===== src/websocket_text_frame_unmasker_top_defines.svh =====
// ----------------------------------------------------------------------------
// websocket text frame unmasker assertion macros
// shared property wrappers for the concurrent checks of the top level
// ----------------------------------------------------------------------------
`ifndef WEBSOCKET_TEXT_FRAME_UNMASKER_TOP_DEFINES_SVH
`define WEBSOCKET_TEXT_FRAME_UNMASKER_TOP_DEFINES_SVH

// same-cycle implication, checked while out of reset
`define WTFU_ASSERT_IMPL(label, clk, rst_n, ante, cons, msg) \
	label: assert property (@(posedge clk) disable iff (!rst_n) (ante) |-> (cons)) \
		else $error(msg);

// next-cycle implication, checked while out of reset
`define WTFU_ASSERT_NEXT(label, clk, rst_n, ante, cons, msg) \
	label: assert property (@(posedge clk) disable iff (!rst_n) (ante) |=> (cons)) \
		else $error(msg);

`endif


===== src/wtfu_pkg.sv =====
// ----------------------------------------------------------------------------
// wtfu_pkg
// types and constants shared by the frame unmasker modules
// ----------------------------------------------------------------------------
package wtfu_pkg;

	localparam logic [7:0] HDR_FIN    = 8'h80;
	localparam logic [7:0] HDR_OPMASK = 8'h0F;
	localparam logic [7:0] HDR_OPTEXT = 8'h01;
	localparam logic [6:0] LEN_MAX    = 7'd125;
	localparam logic [1:0] KEY_LAST   = 2'd3;

	localparam logic [1:0] ST_OK    = 2'd0;
	localparam logic [1:0] ST_BAD   = 2'd1;
	localparam logic [1:0] ST_SHORT = 2'd2;

	typedef enum logic [4:0] {
		PH_HDR0 = 5'b00001,
		PH_HDR1 = 5'b00010,
		PH_KEY  = 5'b00100,
		PH_PAY  = 5'b01000,
		PH_SKIP = 5'b10000
	} phase_t;

	typedef struct packed {
		logic [7:0] data_byte;
		logic       buffer_end;
	} item_t;

	typedef struct packed {
		logic [7:0] out_byte;
		logic       has_byte;
		logic       frame_last;
		logic [1:0] status;
	} res_t;

endpackage


===== src/wtfu_in_reg.sv =====
// ----------------------------------------------------------------------------
// wtfu_in_reg
// input register stage: holds one received byte until the parser takes it
// ----------------------------------------------------------------------------
module wtfu_in_reg (
	input  logic           clk,
	input  logic           arst_n,
	input  logic           in_valid,
	output logic           in_ready,
	input  wtfu_pkg::item_t in_item,
	input  logic           advance,
	output logic           valid_s1,
	output wtfu_pkg::item_t item_s1
);
	import wtfu_pkg::*;

	assign in_ready = !valid_s1 || advance;

	always_ff @(posedge clk or negedge arst_n) begin
		if (!arst_n) begin
			valid_s1 <= 1'b0;
		end else if (in_ready) begin
			valid_s1 <= in_valid;
		end
	end

	always_ff @(posedge clk) begin
		if (in_ready && in_valid) begin
			item_s1 <= in_item;
		end
	end

endmodule


===== src/wtfu_parser.sv =====
// ----------------------------------------------------------------------------
// wtfu_parser
// frame header check, mask key capture and payload unmasking, one byte a step
// ----------------------------------------------------------------------------
module wtfu_parser (
	input  logic            clk,
	input  logic            arst_n,
	input  logic            step,
	input  wtfu_pkg::item_t item,
	output logic            res_vld,
	output wtfu_pkg::res_t  res
);
	import wtfu_pkg::*;

	phase_t     phase_q, phase_d;
	logic [7:0] key_q [4];
	logic [6:0] left_q, left_d;
	logic [1:0] idx_q, idx_d;
	logic       key_we;
	logic [6:0] len;
	logic [7:0] plain;
	logic       end_b;
	logic       hdr_bad;

	assign end_b   = item.buffer_end;
	assign len     = item.data_byte[6:0];
	assign plain   = item.data_byte ^ key_q[idx_q];
	assign hdr_bad = ((item.data_byte & HDR_FIN) != HDR_FIN) ||
		((item.data_byte & HDR_OPMASK) != HDR_OPTEXT);

	always_comb begin
		phase_d = phase_q;
		left_d  = left_q;
		idx_d   = idx_q;
		key_we  = 1'b0;
		res_vld = 1'b0;
		res     = '0;
		unique case (phase_q)
			PH_HDR0: begin
				if (hdr_bad) begin
					phase_d = end_b ? PH_HDR0 : PH_SKIP;
					res_vld = 1'b1;
					res     = '{8'd0, 1'b0, 1'b1, ST_BAD};
				end else if (end_b) begin
					phase_d = PH_HDR0;
					res_vld = 1'b1;
					res     = '{8'd0, 1'b0, 1'b1, ST_SHORT};
				end else begin
					phase_d = PH_HDR1;
				end
			end
			PH_HDR1: begin
				if (len > LEN_MAX) begin
					phase_d = end_b ? PH_HDR0 : PH_SKIP;
					res_vld = 1'b1;
					res     = '{8'd0, 1'b0, 1'b1, ST_BAD};
				end else begin
					left_d = len;
					idx_d  = 2'd0;
					if (end_b) begin
						phase_d = PH_HDR0;
						res_vld = 1'b1;
						res     = '{8'd0, 1'b0, 1'b1, ST_SHORT};
					end else begin
						phase_d = PH_KEY;
					end
				end
			end
			PH_KEY: begin
				key_we = 1'b1;
				if (idx_q == KEY_LAST) begin
					idx_d = 2'd0;
					if (left_q == 7'd0) begin
						// empty frame: one final result with no byte
						phase_d = end_b ? PH_HDR0 : PH_SKIP;
						res_vld = 1'b1;
						res     = '{8'd0, 1'b0, 1'b1, ST_OK};
					end else if (end_b) begin
						phase_d = PH_HDR0;
						res_vld = 1'b1;
						res     = '{8'd0, 1'b0, 1'b1, ST_SHORT};
					end else begin
						phase_d = PH_PAY;
					end
				end else begin
					idx_d = idx_q + 2'd1;
					if (end_b) begin
						phase_d = PH_HDR0;
						res_vld = 1'b1;
						res     = '{8'd0, 1'b0, 1'b1, ST_SHORT};
					end
				end
			end
			PH_PAY: begin
				res_vld = 1'b1;
				if (left_q <= 7'd1) begin
					left_d  = 7'd0;
					idx_d   = 2'd0;
					phase_d = end_b ? PH_HDR0 : PH_SKIP;
					res     = '{plain, 1'b1, 1'b1, ST_OK};
				end else if (end_b) begin
					phase_d = PH_HDR0;
					res     = '{8'd0, 1'b0, 1'b1, ST_SHORT};
				end else begin
					left_d = left_q - 7'd1;
					idx_d  = idx_q + 2'd1;
					res    = '{plain, 1'b1, 1'b0, ST_OK};
				end
			end
			default: begin
				// skip phase and stray codes: drop bytes until the buffer ends
				if (end_b) begin
					phase_d = PH_HDR0;
				end
			end
		endcase
	end

	always_ff @(posedge clk or negedge arst_n) begin
		if (!arst_n) begin
			phase_q <= PH_HDR0;
			left_q  <= 7'd0;
			idx_q   <= 2'd0;
			key_q   <= '{default: 8'd0};
		end else if (step) begin
			phase_q <= phase_d;
			left_q  <= left_d;
			idx_q   <= idx_d;
			if (key_we) begin
				key_q[idx_q] <= item.data_byte;
			end
		end
	end

endmodule


===== src/wtfu_out_reg.sv =====
// ----------------------------------------------------------------------------
// wtfu_out_reg
// result register: holds one result until the downstream side takes it
// ----------------------------------------------------------------------------
module wtfu_out_reg (
	input  logic           clk,
	input  logic           arst_n,
	input  logic           load,
	input  wtfu_pkg::res_t res,
	input  logic           out_ready,
	output logic           out_valid,
	output logic           free,
	output wtfu_pkg::res_t res_s2
);
	import wtfu_pkg::*;

	assign free = !out_valid || out_ready;

	always_ff @(posedge clk or negedge arst_n) begin
		if (!arst_n) begin
			out_valid <= 1'b0;
		end else if (free) begin
			out_valid <= load;
		end
	end

	always_ff @(posedge clk) begin
		if (free && load) begin
			res_s2 <= res;
		end
	end

endmodule


===== src/websocket_text_frame_unmasker_top.sv =====
// an accepted byte is held in the input register, then its result in the result register
// throughput: one byte per cycle, unless a byte with a result waits on a stalled result register
// bytes that give no result pass the parser even while the result register waits
// reset: arst_n low clears both stage valids and returns the parser to the first
// header byte with a zero mask key, zero length and zero key index
// ----------------------------------------------------------------------------
// websocket_text_frame_unmasker_top
// receives frame bytes, checks the text frame header and unmasks the payload
// ----------------------------------------------------------------------------
`include "websocket_text_frame_unmasker_top_defines.svh"

module websocket_text_frame_unmasker_top (
	input  logic       clk,
	input  logic       arst_n,
	input  logic       s_axis_tvalid,
	output logic       s_axis_tready,
	input  logic [7:0] s_axis_tdata,  // [7:0] data_byte
	input  logic       s_axis_tlast,
	output logic       m_axis_tvalid,
	input  logic       m_axis_tready,
	output logic [7:0] m_axis_tdata,  // [7:0] out_byte
	output logic       m_axis_tlast,
	output logic [2:0] m_axis_tuser   // [0] has_byte, [2:1] status
);
	import wtfu_pkg::*;

	item_t in_item;
	item_t item_s1;
	logic  valid_s1;
	logic  advance;
	logic  res_vld;
	res_t  res;
	res_t  res_s2;
	logic  out_free;

	assign in_item = '{s_axis_tdata, s_axis_tlast};
	// an item without a result never needs the result register
	assign advance = valid_s1 && (!res_vld || out_free);

	wtfu_in_reg u_in_reg (
		.clk      (clk),
		.arst_n   (arst_n),
		.in_valid (s_axis_tvalid),
		.in_ready (s_axis_tready),
		.in_item  (in_item),
		.advance  (advance),
		.valid_s1 (valid_s1),
		.item_s1  (item_s1)
	);

	wtfu_parser u_parser (
		.clk     (clk),
		.arst_n  (arst_n),
		.step    (advance),
		.item    (item_s1),
		.res_vld (res_vld),
		.res     (res)
	);

	wtfu_out_reg u_out_reg (
		.clk       (clk),
		.arst_n    (arst_n),
		.load      (advance && res_vld),
		.res       (res),
		.out_ready (m_axis_tready),
		.out_valid (m_axis_tvalid),
		.free      (out_free),
		.res_s2    (res_s2)
	);

	assign m_axis_tdata = res_s2.out_byte;
	assign m_axis_tlast = res_s2.frame_last;
	assign m_axis_tuser = {res_s2.status, res_s2.has_byte};

	`WTFU_ASSERT_IMPL(a_nobyte_final, clk, arst_n, m_axis_tvalid && !m_axis_tuser[0], m_axis_tlast && (m_axis_tdata == 8'd0), "result without byte must be final and zero")
	`WTFU_ASSERT_IMPL(a_err_nobyte, clk, arst_n, m_axis_tvalid && (m_axis_tuser[2:1] != ST_OK), !m_axis_tuser[0] && (m_axis_tuser[2:1] != 2'd3), "error result carries a byte or bad status")
	`WTFU_ASSERT_IMPL(a_no_overwrite, clk, arst_n, m_axis_tvalid && !m_axis_tready, !(advance && res_vld), "result register overwritten while stalled")
	`WTFU_ASSERT_NEXT(a_stall_holds_s1, clk, arst_n, valid_s1 && res_vld && m_axis_tvalid && !m_axis_tready, valid_s1 && $stable(item_s1), "stalled byte lost from input stage")

endmodule

===== config.mk =====
export PLATFORM = sky130hd
export DESIGN_NAME = websocket_text_frame_unmasker_top
export DESIGN_NICKNAME = d
export VERILOG_FILES = /design/src/wtfu_pkg.sv /design/src/wtfu_in_reg.sv /design/src/wtfu_parser.sv /design/src/wtfu_out_reg.sv /design/src/websocket_text_frame_unmasker_top.sv
export VERILOG_INCLUDE_DIRS = /design/src /design/src/src
export SDC_FILE = /design/constraint.sdc
export NUM_CORES = 1
export LEC_CHECK = 0
export ABC_AREA = 1
export BUFFER_PORTS_ARGS = -buffer_cell sky130_fd_sc_hd__clkbuf_2
export CORE_MARGIN = 4
export CORE_UTILIZATION = 47
export DETAILED_ROUTE_END_ITERATION = 7
export PLACE_DENSITY = 0.76
export SYNTH_ARGS = -nofsm -noshare
export SYNTH_HDL_FRONTEND = slang
export SYNTH_SLANG_ARGS = --single-unit

===== constraint.sdc =====
create_clock -name clk -period 3 [get_ports clk]
set_input_delay 0.45 -clock clk [delete_from_list [all_inputs] [get_ports clk]]
set_output_delay 0.45 -clock clk [all_outputs]
set_load 0.01 [all_outputs]

After elaboration in Yosys (flattened, before gate mapping)
Index checks and enable logic that the tools add are counted.
- output and inout bits: 14
- register bits: 69
- word-level logic and storage cells: 91
- $lt $le $gt $ge: 4
- equality and inequality tests: 8
- reduce and logical (&&, ||, !) cells: 18
- bitwise operators: 3
- mux-type cells: 41
- $add $sub $neg: 2
- operators by type and width (kind ; number):
    12-bit two-way mux ; 6
    12-bit one-hot mux with 4 select lines ; 1
    5-bit two-way mux ; 7
    32-bit bitwise mux ; 1
    8-bit two-way mux ; 3
    7-bit two-way mux ; 3
    5-bit one-hot mux with 4 select lines ; 1
    8-bit binary-select mux with 2-bit select ; 1
    8-bit demux with 2-bit select ; 1
    7-bit one-hot mux with 2 select lines ; 1
    2-bit two-way mux ; 5
    4-bit AND reduction ; 2
    8-bit bitwise XOR ; 1
    7-bit greater-than comparator (second input constant) ; 1
    7-bit by 1-bit less-or-equal comparator with 1-bit output (second input constant) ; 1
    7-bit logical NOT ; 1
    7-bit by 1-bit subtractor with 7-bit output (second input constant) ; 1
    1-bit two-way mux ; 6
    3-bit two-way mux ; 2
    2-bit one-hot mux with 3 select lines ; 1
    5-bit by 1-bit equality test with 1-bit output (second input constant) ; 1
    5-bit by 2-bit equality test with 1-bit output (second input constant) ; 1
    5-bit by 3-bit equality test with 1-bit output (second input constant) ; 1
    5-bit by 4-bit equality test with 1-bit output (second input constant) ; 1
    17 further kinds ; 26

Longest topological paths before layout
Gate-level depths: netlist (run 1).
- word-level depth: 9
- gate-level depth with buffers: 15

Modules after synthesis
Synthesis (run 1) repeated with hierarchy kept, for this count alone.
- cells, all modules: 431
- area total of the unflattened synthesis: 3614.7 µm²
- modules (own cells, without submodules) (module ; instances ; seq. area each (µm²) ; cells an instance ; area each (µm²)):
    wtfu_parser ; 1 ; 1152.4 ; 393 ; 2869.0
    wtfu_out_reg ; 1 ; 385.4 ; 18 ; 405.4
    wtfu_in_reg ; 1 ; 295.3 ; 15 ; 315.3
    websocket_text_frame_unmasker_top ; 1 ; 0.0 ; 5 ; 25.0

Worst setup path after synthesis (run 1)
Ideal clock, no wire load.
- kind: reg2reg
- start: register u_parser.left_q[0]
- end: register u_out_reg.res_s2[0] (netlist name)
- cell stages (with the launch flop): 12
- arrival: 1838 ps
- data required time: 2620 ps
- path slack: 781 ps
- buffers on the path: 0
- period minus slack after synthesis: 2219 ps
- cells stage by stage: dfrtp_1 > inv_1 > ha_1 > inv_1 > nor2_1 > nand2_1 > nand2_1 > nand2_1 > nand2_2 > o21ai_4 > nand2_1 > nor2_1
- longest elaborated chain between the ends: 9
- RTL lines (element ; line ; source):
    start: declaration ; wtfu_parser.sv:17 ; logic [6:0] left_q, left_d;
    start signal: assignment ; wtfu_parser.sv:127 ; left_q <= left_d;
    7-bit logical NOT (*) ; wtfu_parser.sv:73 ; if (left_q == 7'd0) begin
    1-bit two-way mux (*) ; wtfu_parser.sv:73 ;
    1-bit two-way mux (*) ; wtfu_parser.sv:71 ; if (idx_q == KEY_LAST) begin
    1-bit one-hot mux with 4 select lines (*) ; wtfu_parser.sv:38 ; unique case (phase_q)
    1-bit logical NOT ; websocket_text_frame_unmasker_top.sv:38 ; assign advance = valid_s1 && (!res_vld || out_free);
    1-bit logical OR ; websocket_text_frame_unmasker_top.sv:38 ;
    1-bit logical AND ; websocket_text_frame_unmasker_top.sv:38 ;
    1-bit logical AND (*) ; websocket_text_frame_unmasker_top.sv:63 ; .load (advance && res_vld),
    1-bit logical AND (*) ; wtfu_out_reg.sv:28 ; if (free && load) begin
Every way passes the cells marked *; elsewhere a longest branch is shown, timed or not.
A chain may end at the register's enable or synchronous reset.

Final worst setup path (run 1)
- start: register u_parser.idx_q[1]
- end: output port s_axis_tready
- longest elaborated chain between the ends: 7
- RTL lines (element ; line ; source):
    start: declaration ; wtfu_parser.sv:18 ; logic [1:0] idx_q, idx_d;
    start signal: assignment ; wtfu_parser.sv:128 ; idx_q <= idx_d;
    2-bit equality test ; wtfu_parser.sv:71 ;
    1-bit two-way mux ; wtfu_parser.sv:71 ;
    1-bit one-hot mux with 4 select lines ; wtfu_parser.sv:38 ;
    1-bit logical NOT ; websocket_text_frame_unmasker_top.sv:38 ;
    1-bit logical OR ; websocket_text_frame_unmasker_top.sv:38 ;
    1-bit logical AND ; websocket_text_frame_unmasker_top.sv:38 ;
    1-bit logical OR ; wtfu_in_reg.sv:17 ; assign in_ready = !valid_s1 || advance;
    end: declaration ; websocket_text_frame_unmasker_top.sv:16 ; output logic s_axis_tready,
Every way passes these cells.

==> results.yml, run 1 <==
routing:
  dr.pass1.iters: 8
  highest_layer: "met4"
  wl_met3_um: 642
  wl_met1_mm: 3.770
  wl_met2_mm: 3.904
  via_count: 3089
  wire_per_inst_um: 15.35
  wl_mm: 8.441
  postRouteAntennaNets: 0
  viasPerCell: 5.616
  drc_errors: 0
  drt_iter0_drc: 267
setup_path:
  regToRegSetupSlack_ns: 0.40
  slowest_delay_ns: 0.55
  start_kind: "flip-flop"
  end_kind: "output pin"
  r2r_end: "u_parser.key_q[30]"
  path_cells: "ha_1 > inv_1 > nor2_1 > nand2_1 > nand2_1 > nand2_2 > nor2_4 > nor2_4 > nand2_1 > clkbuf_2"
  cp-endpoint: "s_axis_tready"
  cp_common_cell: "nand2_1"
  cpMaxStageDelayCell: "dfrtp_1"
  reg2reg_depth: 12
  r2r-start: "u_parser.idx_q[1]"
  crit_path_start: "u_parser.idx_q[1]"
  worstSetupPathType: "flip-flop to output pin"
  cp.required_ns: 2.55
  critPathArrivalTime_ns: 2.31
  cp_max_fo: 12
global_routing:
  grt_usage_pct: 19.88
  antenna_found_initial: 0
  grt_pass1_vias: 2830
  grt_pass1_wl_mm: 13.94
  grt_max_degree: 33
  gr-total-overflow: 0
die:
  dieArea_mm2: 0.009149
  dieHeight_um: 95.65
  num_io_pins: 27
  core_area_mm2: 0.007370
  start_util_pct: 49.00
  fp.dieW_um: 95.65
  num_rows: 31
power_and_ir_drop:
  power.density_mw_per_mm2: 716.6
  net-switching-power_w: 0.0009952
  power_frac_seq_pct: 42.7
  power.internal_w: 0.001902
  sw_frac_of_total_pct: 34.35
  p_comb_share_pct: 28.2
  peakVddDrop_mv: 0.4118
  cellLeakagePower_nw: 2.031
  p_clk_share_pct: 29.1
finish:
  fillers: 676
  num_antenna_cells: 0
  syn2layout_area_growth_pct: 11.95
  nNetsFinal: 466
  multi_input_area_mm2: 0.001541
  drive_gt1_share_pct: 14.63
  regArea_mm2: 0.001833
sta:
  holdWs_ns: 0.04145
  rsz0062_at_grt: "false"
  slew_viol_final: 0
  slew_headroom_pct: 64.86
  finalSetupTns_ns: 0
  hold_viol_final: 0
  tightest_slew_ns: 0.5266
  finalCriticalPeriod_ns: 2.761
  clock.fmax_mhz: 362.2
  final.setup_skew_ns: 0.005717
  period_share_pct: 92.03
  finalSetupViolCount: 0
clock_tree:
  cts_setup_buffers: 0
  post_cts_resized: 0
  cts_buffers: 9
  cts_hold_buffers: 0
  cts_tree: "yes"
  clock_latency_ns: 0.35
  cts.path.max_buffers: 2
  ctsHtreeMaxLevel: 3
  clock-root-buffer: "clkbuf_8"
  cts_sinks: 69
  cts.reportedPaths.clkPinSlew_ns: 0.08
synthesis:
  synth_fp_nets: 442
  syn_area_mm2: 0.003611
  synth.distinct_cells: 31
  synthArstFlopShare_pct: 69.57
  yosysTopAreaCell: "dfrtp_1"
  synth.most_common_cell: "nand2_1"
  syn_area_per_cell_um2: 8.557
  synth_commonest_cells: "nand2_1, nand4_1, dfrtp_1"
  ys_warn_count: 0
  syn_inst: 422
  synth_top_area_share_pct: 32.57
  synth-edff-count: 21
  synth-seq-area-share_pct: 50.76
  synth.area.top_cells: "dfrtp_1, edfxtp_1, nand2_1"
  synth-seq-cells: 69
  yosys_most_used_dff: "dfrtp_1"
place:
  hpwl_mm: 5.896
  port_buffers: 26
  gp_congestion: 0.8897
run_status:
  status: "finished clean"
worst_hold_path:
  hold_class: "input pin to asynchronous set/reset pin"
run:
  maxCapViolations: 0
-- cells by family after synthesis --
| kind of cell | share of synthesized area [%] |
|---|---|
| adder cells (fa/ha/maj) | 2.425 |
| buffers and inverters | 6.549 |
| AO/OA/AOI/OAI | 8.178 |
| XOR/XNOR | 2.911 |
| AND/OR/NAND/NOR | 29.18 |
| flip-flops | 50.76 |
-- state kept, by name, indices dropped and copies added (netlist names) --
register,cells
u_parser.key_q,32
u_in_reg.item_s1,9
u_parser.left_q,7
u_out_reg.res_s2,12
u_parser.idx_q,2
u_out_reg.out_valid,1
u_in_reg.valid_s1,1
u_parser.phase_q,5
-- layer usage --
layer,vias to the layer above,global-route usage (%)
met5,-,0
met1,1444,27.51
met4,0,6.754
li1,1490,-
met2,142,30.57
met3,13,4.815
-- power groups by stage --
stage | clock [W] | sequential [W] | combinational, W
CTS | 0.000862 | 0.00123 | 0.000813
floorplan | 0 | 0.00125 | 0.000604
detailed placement | 0 | 0.00125 | 0.000806
global placement | 0 | 0.00125 | 0.000793
finish | 0.000842 | 0.00124 | 0.000817
global route | 0.000908 | 0.00125 | 0.000923
-- per-stage QoR --
stage | instances | power, W | worst slack [ns] | instance area [µm²] | util, %
floorplan | 422 | 0.001850 | 0.7813 | 3611 | -
global placement | 534 | 0.002041 | 0.5549 | 3820 | 51.83
detailed placement | 534 | 0.002056 | 0.4781 | 3820 | 51.83
CTS | 550 | 0.002909 | 0.2812 | 4043 | 54.86
global route | 550 | 0.003081 | 0.03163 | 4043 | 54.86
finish | 550 | 0.002897 | 0.2391 | 4043 | 54.86
-- worst max-delay path: cells and delay by family, from the launching register on --
family,cells,cell delay (ns)
adder cells (fa/ha/maj),1,0.50
buffers and inverters,2,0.24
AND/OR/NAND/NOR,7,0.65
flip-flops,1,0.55
-- cell usage in the layout (no fill, tap or decap) --
master	count
xnor2_1	3
edfxtp_1	21
nand4_1	52
inv_2	3
or2_2	1
nand2_4	1
and2_1	1
nor2_4	3
xor2_1	9
clkinv_4	2
clkbuf_8	9
nor2_2	1
o21ai_0	25
dfstp_2	1
a21oi_1	6
a21boi_0	1
nand2_2	2
clkinv_2	1
clkbuf_2	26
inv_1	32
and3_1	1
nor2_1	42
dfrtp_1	47
buf_4	8
nand2_1	114
ha_1	7
o21ai_4	1
nand3_1	7
clkinvlp_4	1
a21oi_2	1
o211ai_1	1
o22ai_1	16
inv_6	1
nand4_2	2
bufinv_16	2
-- layout make-up --
cell class,instances,share of cell area [%]
clock buffers,9,3.064
clock inverters,7,2.445
inverters,35,3.250
multi-input cells,297,38.13
flip-flops and latches,69,45.34
well taps,99,3.064
repair buffers,34,4.704
-- how the worst min path moves through the flow --
stage,start,end,depth (start not counted)
finish,arst_n,u_parser.phase_q[1],1
global route,arst_n,u_parser.phase_q[1],1
CTS,arst_n,u_parser.phase_q[1],1
detailed placement,arst_n,u_parser.phase_q[1],1
global placement,arst_n,u_parser.phase_q[1],1
floorplan,arst_n,u_in_reg.valid_s1,0
Note: power is estimated with default switching activity, not from simulation.
==> run 2: changes to the inputs <==
--- a/config.mk
+++ b/config.mk
@@ -11,6 +11,7 @@
 export CORE_MARGIN = 4
 export CORE_UTILIZATION = 47
 export DETAILED_ROUTE_END_ITERATION = 7
+export GPL_TIMING_DRIVEN = 0
 export PLACE_DENSITY = 0.76
 export SYNTH_ARGS = -nofsm -noshare
 export SYNTH_HDL_FRONTEND = slang
==> run 2 against run 1 <==
Total power is 1.8% lower. Global-route usage is 0.62 points higher. Worst setup slack better by 0.052 ns. Fmax is 1.9% higher. Sequential share of layout area is 0.46 points lower. Via count is 2.9% higher. Cell area is 1.0% higher. Worst hold slack better by 0.050 ns. Register-to-register slack worse by 0.11 ns. Non-clock buffer count is 14 higher. Wire length is 2.5% higher. Die area stayed put.
==> results.yml, run 2 (synthesis results as in run 1) <==
sta:
  slew_headroom_pct: 54.94
  period_share_pct: 90.30
  setup_ws_ns: 0.2910
  finalCriticalPeriod_ns: 2.709
  hold_viol_final: 0
  clock.fmax_mhz: 369.1
  rsz0062_at_grt: "false"
  finalSetupViolCount: 0
  finalSetupTns_ns: 0
  slew_viol_final: 0
  tightest_slew_ns: 0.6751
  final.setup_skew_ns: 0.01103
clock_tree:
  cts.reportedPaths.clkPinSlew_ns: 0.08
  cts_sinks: 69
  cts_tree: "yes"
  ctsHtreeMaxLevel: 3
  cts_buffers: 9
  cts_setup_buffers: 0
  clock_latency_ns: 0.34
  clock-root-buffer: "clkbuf_8"
  cts.path.max_buffers: 2
finish:
  reg_top3: "u_parser.key_q x32, u_out_reg.res_s2 x12, u_in_reg.item_s1 x9"
  largest_reg_flops: 32
  regMostFlops: "u_parser.key_q"
  regArea_mm2: 0.001833
  syn2layout_area_growth_pct: 13.10
  nNetsFinal: 480
  fillers: 684
  num_antenna_cells: 0
  drive_gt1_share_pct: 14.19
  mostFrequentLayoutCells: "nand2_1, nand4_1, dfrtp_1"
  multi_input_area_mm2: 0.001544
  final_design_area_no_fill_mm2: 0.004084
  mostFrequentLayoutCell: "nand2_1"
power_and_ir_drop:
  power_w: 0.002846
  power.density_mw_per_mm2: 696.8
  cellLeakagePower_nw: 2.033
  peakVddDrop_mv: 0.3082
global_routing:
  antenna_found_initial: 0
  grt_pass1_wl_mm: 14.28
  grt_max_degree: 49
  grt_use_met3_pct: 3.946
  grt_util_met2_pct: 30.69
  gr-max-usage-layer: "met2"
  gr-total-overflow: 0
  grt_usage_pct: 20.50
  grt_pass1_vias: 2985
  use_met1_pct: 28.79
worst_hold_path:
  hold_class: "input pin to asynchronous set/reset pin"
routing:
  drt_iter0_drc: 455
  postRouteAntennaNets: 0
  wire_per_inst_um: 15.35
  via_count: 3180
  dr.pass1.iters: 5
  viasPerCell: 5.638
  drc_errors: 0
  wl_mm: 8.655
die:
  core_area_mm2: 0.007370
  num_io_pins: 27
  dieArea_mm2: 0.009149
  num_rows: 31
  fp.dieW_um: 95.65
  start_util_pct: 49.00
  dieHeight_um: 95.65
setup_path:
  crit_family: "buffers and inverters"
  end_kind: "flip-flop"
  cp_common_cell: "clkbuf_1"
  cpMaxStageDelayCell: "clkbuf_1"
  cp.buffers_inverters: 4
  worstSetupPathType: "flip-flop to flip-flop"
  slowest_delay_ns: 0.45
  start_kind: "flip-flop"
  cp_max_fo: 11
  cp.required_ns: 3.23
  path_cells: "clkbuf_1 > inv_1 > clkbuf_1 > ha_1 > clkbuf_1 > nand4_1 > nand2_1 > nand2_1"
  critPathArrivalTime_ns: 2.94
place:
  hpwl_mm: 6.151
  gp_congestion: 0.9225
  port_buffers: 26
  postPlaceCellArea_mm2: 0.003865
  post-place-ws_ns: 0.1891
run:
  maxCapViolations: 0
run_status:
  status: "finished clean"
-- run 2: changes by cell type in the layout (fill, tap and decap cells not counted), moves of 2 or more --
cell	delta
clkbuf_1	+13
buf_4	-8
buf_1	+2
buf_2	+4
buf_6	+3
clkinv_4	-2
-- run 2: cell type report --
class | count | area share (%)
flip-flops and latches | 69 | 44.88
multi-input cells | 297 | 37.81
repair buffers | 27 | 3.676
inverters | 35 | 3.217
clock buffers | 9 | 3.033
well taps | 99 | 3.033
plain buffers | 21 | 2.574
clock inverters | 7 | 1.777
-- run 2: what timing repair did --
| item | 4_1_cts | 5_1_grt |
|---|---|---|
| gates resized for setup | 0 | 1 |
| hold endpoints to repair | 0 | 0 |
| setup endpoints to repair | 0 | 12 |
| hold buffers | 0 | 0 |
-- run 2: per-stage QoR --
step,hold slack [ns],std cells,util [%]
finish,0.09107,564,55.42
global route,0.1122,564,55.42
CTS,0.2716,563,55.11
detailed placement,0.4638,547,52.44
global placement,0.4585,547,52.44
floorplan,0.1544,422,-
-- run 2: path summary, 6_finish.rpt --
kind | from | endpoint | slack, ns | cells after the start
min in group clk | s_axis_tdata[5] | u_in_reg.item_s1[6] | 0.28 | 1
worst max register to register | u_parser.idx_q[0] | u_parser.key_q[9] | 0.29 | 8
max in group asynchronous | arst_n | u_parser.key_q[31] | 2.37 | 2
worst max-delay path | u_parser.idx_q[0] | u_parser.key_q[9] | 0.29 | 8
worst min-delay path | arst_n | u_parser.left_q[0] | 0.09 | 1
worst min register to register | u_parser.key_q[21] | u_parser.key_q[21] | 0.48 | 2
-- run 2: per-layer routing --
layer / vias to the layer above / wire length (µm)
met5: - / 0
met4: 0 / 185
met3: 20 / 666
met2: 173 / 3905
met1: 1475 / 3897
li1: 1512 / -
-- run 2: power breakdown --
part,internal [W],switching [W],total (W)
Clock,0.000387,0.000384,0.000770
Sequential,0.00113,0.0000979,0.00123
Combinational,0.000309,0.000537,0.000846
Total,0.00183,0.00102,0.00285
==> run 3: changes to the inputs <==
--- a/config.mk
+++ b/config.mk
@@ -8,6 +8,7 @@
 export LEC_CHECK = 0
 export ABC_AREA = 1
 export BUFFER_PORTS_ARGS = -buffer_cell sky130_fd_sc_hd__clkbuf_2
+export CORE_ASPECT_RATIO = 1.4
 export CORE_MARGIN = 4
 export CORE_UTILIZATION = 47
 export DETAILED_ROUTE_END_ITERATION = 7
==> run 3 against run 2 <==
The flow now finishes with violations (hold timing). Worst setup slack lost 0.051 ns. Total power decreased by 0.21%. Via count is 0.22% lower. Worst hold slack lost 0.092 ns. Critical path type unchanged. First-iteration DRC count down 30%. Sequential power about the same. Non-clock buffer count is the same. Clock skew shrank 0.0017 ns. Core utilization shrank 0.42 points. Global-route usage up 2.0 points.
==> results.yml, run 3 (synthesis results as in run 1) <==
finish:
  mostFrequentLayoutCell: "nand2_1"
  instances_no_fill: 562
  reg_top3: "u_parser.key_q x32, u_out_reg.res_s2 x12, u_in_reg.item_s1 x9"
  fillers: 699
  multi_input_area_mm2: 0.001541
  num_antenna_cells: 0
  regMostFlops: "u_parser.key_q"
  syn2layout_area_growth_pct: 12.82
  nNetsFinal: 480
  regArea_mm2: 0.001833
  largest_reg_flops: 32
  mostFrequentLayoutCells: "nand2_1, nand4_1, dfrtp_1"
  drive_gt1_share_pct: 13.12
  final_util_pct: 55.00
clock_tree:
  cts.path.max_buffers: 2
  post_cts_resized: 0
  cts.reportedPaths.clkPinSlew_ns: 0.07
  ctsHtreeMaxLevel: 3
  cts_tree: "yes"
  clock_latency_ns: 0.36
  cts_hold_buffers: 0
  cts_sinks: 69
  clock-root-buffer: "clkbuf_8"
  cts_setup_buffers: 0
  cts_buffers: 9
global_routing:
  grt_max_degree: 49
  gr-total-overflow: 0
  grt_usage_pct: 22.53
  grt_pass1_vias: 3110
  antenna_found_initial: 0
  grt_pass1_wl_mm: 15.43
setup_path:
  worstSetupPathType: "flip-flop to flip-flop"
  cp.required_ns: 3.24
  critPathArrivalTime_ns: 3.00
  regToRegSetupSlack_ns: 0.24
  start_kind: "flip-flop"
  end_kind: "flip-flop"
  cp_max_fo: 11
sta:
  finalSetupViolCount: 0
  hold_viol_final: 1
  slew_headroom_pct: 39.68
  finalSetupTns_ns: 0
  clock.fmax_mhz: 362.3
  rsz0062_at_grt: "false"
  slew_viol_final: 0
  holdWs_ns: -0.001399
  period_share_pct: 92.00
  finalCriticalPeriod_ns: 2.760
  final.setup_skew_ns: 0.009346
  setup_ws_ns: 0.2400
  tightest_slew_ns: 0.9015
die:
  num_rows: 37
  core_area_mm2: 0.007407
  dieHeight_um: 111.7
  num_io_pins: 27
  dieArea_mm2: 0.009169
  start_util_pct: 48.75
  fp.dieW_um: 82.08
routing:
  wl_mm: 9.385
  dr.pass1.iters: 6
  via_count: 3173
  viasPerCell: 5.646
  postRouteAntennaNets: 0
  drt_iter0_drc: 319
  drc_errors: 0
  wire_per_inst_um: 16.70
run_status:
  status: "complete, but fails checks"
  violations: "hold timing"
place:
  post-place-ws_ns: 0.2928
  hpwl_mm: 6.627
  gp_congestion: 0.9232
  port_buffers: 26
  place_inst: 545
power_and_ir_drop:
  power_w: 0.002840
  p_clk_share_pct: 26.1
  p_comb_share_pct: 30.3
  cellLeakagePower_nw: 2.034
  power.internal_w: 0.001835
  power_frac_seq_pct: 43.5
  peakVddDrop_mv: 0.3512
  power.density_mw_per_mm2: 697.1
  net-switching-power_w: 0.001005
  sw_frac_of_total_pct: 35.38
worst_hold_path:
  hold_class: "input pin to asynchronous set/reset pin"
run:
  maxCapViolations: 0
[run 3: cell types whose count changed in the layout (fill, tap and decap cells not counted), moves of 2 or more]
cell	before	now
clkbuf_1	13	16
clkbuf_8	9	11
clkinv_2	2	0
clkinvlp_4	2	0
inv_6	2	0
[run 3: per-layer routing]
layer  wire length (µm)  up-vias  track usage [%]
met1               3609     1501            26.98
met5                  0        -                0
li1                   -     1510                -
met2               4631      125            35.46
met4                502        0            14.86
met3                641       37            5.016
[run 3: cell type report]
type,count,area share [%]
inverter,35,3.225
multi-input combinational,297,37.84
sequential,69,44.99
clock inverter,1,0.09214
timing repair buffer,27,3.686
buffer,21,2.580
clock buffer,15,4.607
tap,97,2.979
[run 3: per-stage QoR]
| stage | cell area [µm²] | hold slack (ns) |
|---|---|---|
| 6_report | 4074 | -0.001399 |
| 2_1_floorplan | 3611 | 0.1544 |
| 4_1_cts | 4054 | 0.2539 |
| 5_1_grt | 4074 | 0.007223 |
| 3_5_place_dp | 3862 | 0.4625 |
| 3_3_place_gp | 3862 | 0.4578 |
[run 3: final timing paths]
check | end | startpoint | depth (start not counted)
max in group asynchronous | u_parser.key_q[30] | arst_n | 2
worst max-delay path | u_parser.key_q[10] | u_parser.idx_q[0] | 8
min in group clk | u_in_reg.item_s1[3] | s_axis_tdata[2] | 1
worst min-delay path | u_parser.key_q[17] | arst_n | 1
worst min register to register | u_parser.key_q[16] | u_parser.key_q[16] | 2
worst max register to register | u_parser.key_q[10] | u_parser.idx_q[0] | 8
[run 3: power by group through the flow]
stage,registers (W),logic (W),clock network (W)
2_1_floorplan,0.00125,0.000604,0
3_3_place_gp,0.00124,0.000831,0
3_5_place_dp,0.00125,0.000852,0
4_1_cts,0.00123,0.000859,0.000757
5_1_grt,0.00125,0.000962,0.000801
6_report,0.00124,0.000861,0.000742
[run 3: critical path, stage by stage, from the launching register on]
cell	delay, ns
dfrtp_1	0.41
clkbuf_1	0.21
inv_1	0.22
clkbuf_1	0.46
ha_1	0.24
clkbuf_1	0.39
nand4_1	0.48
nand2_1	0.18
nand2_1	0.07
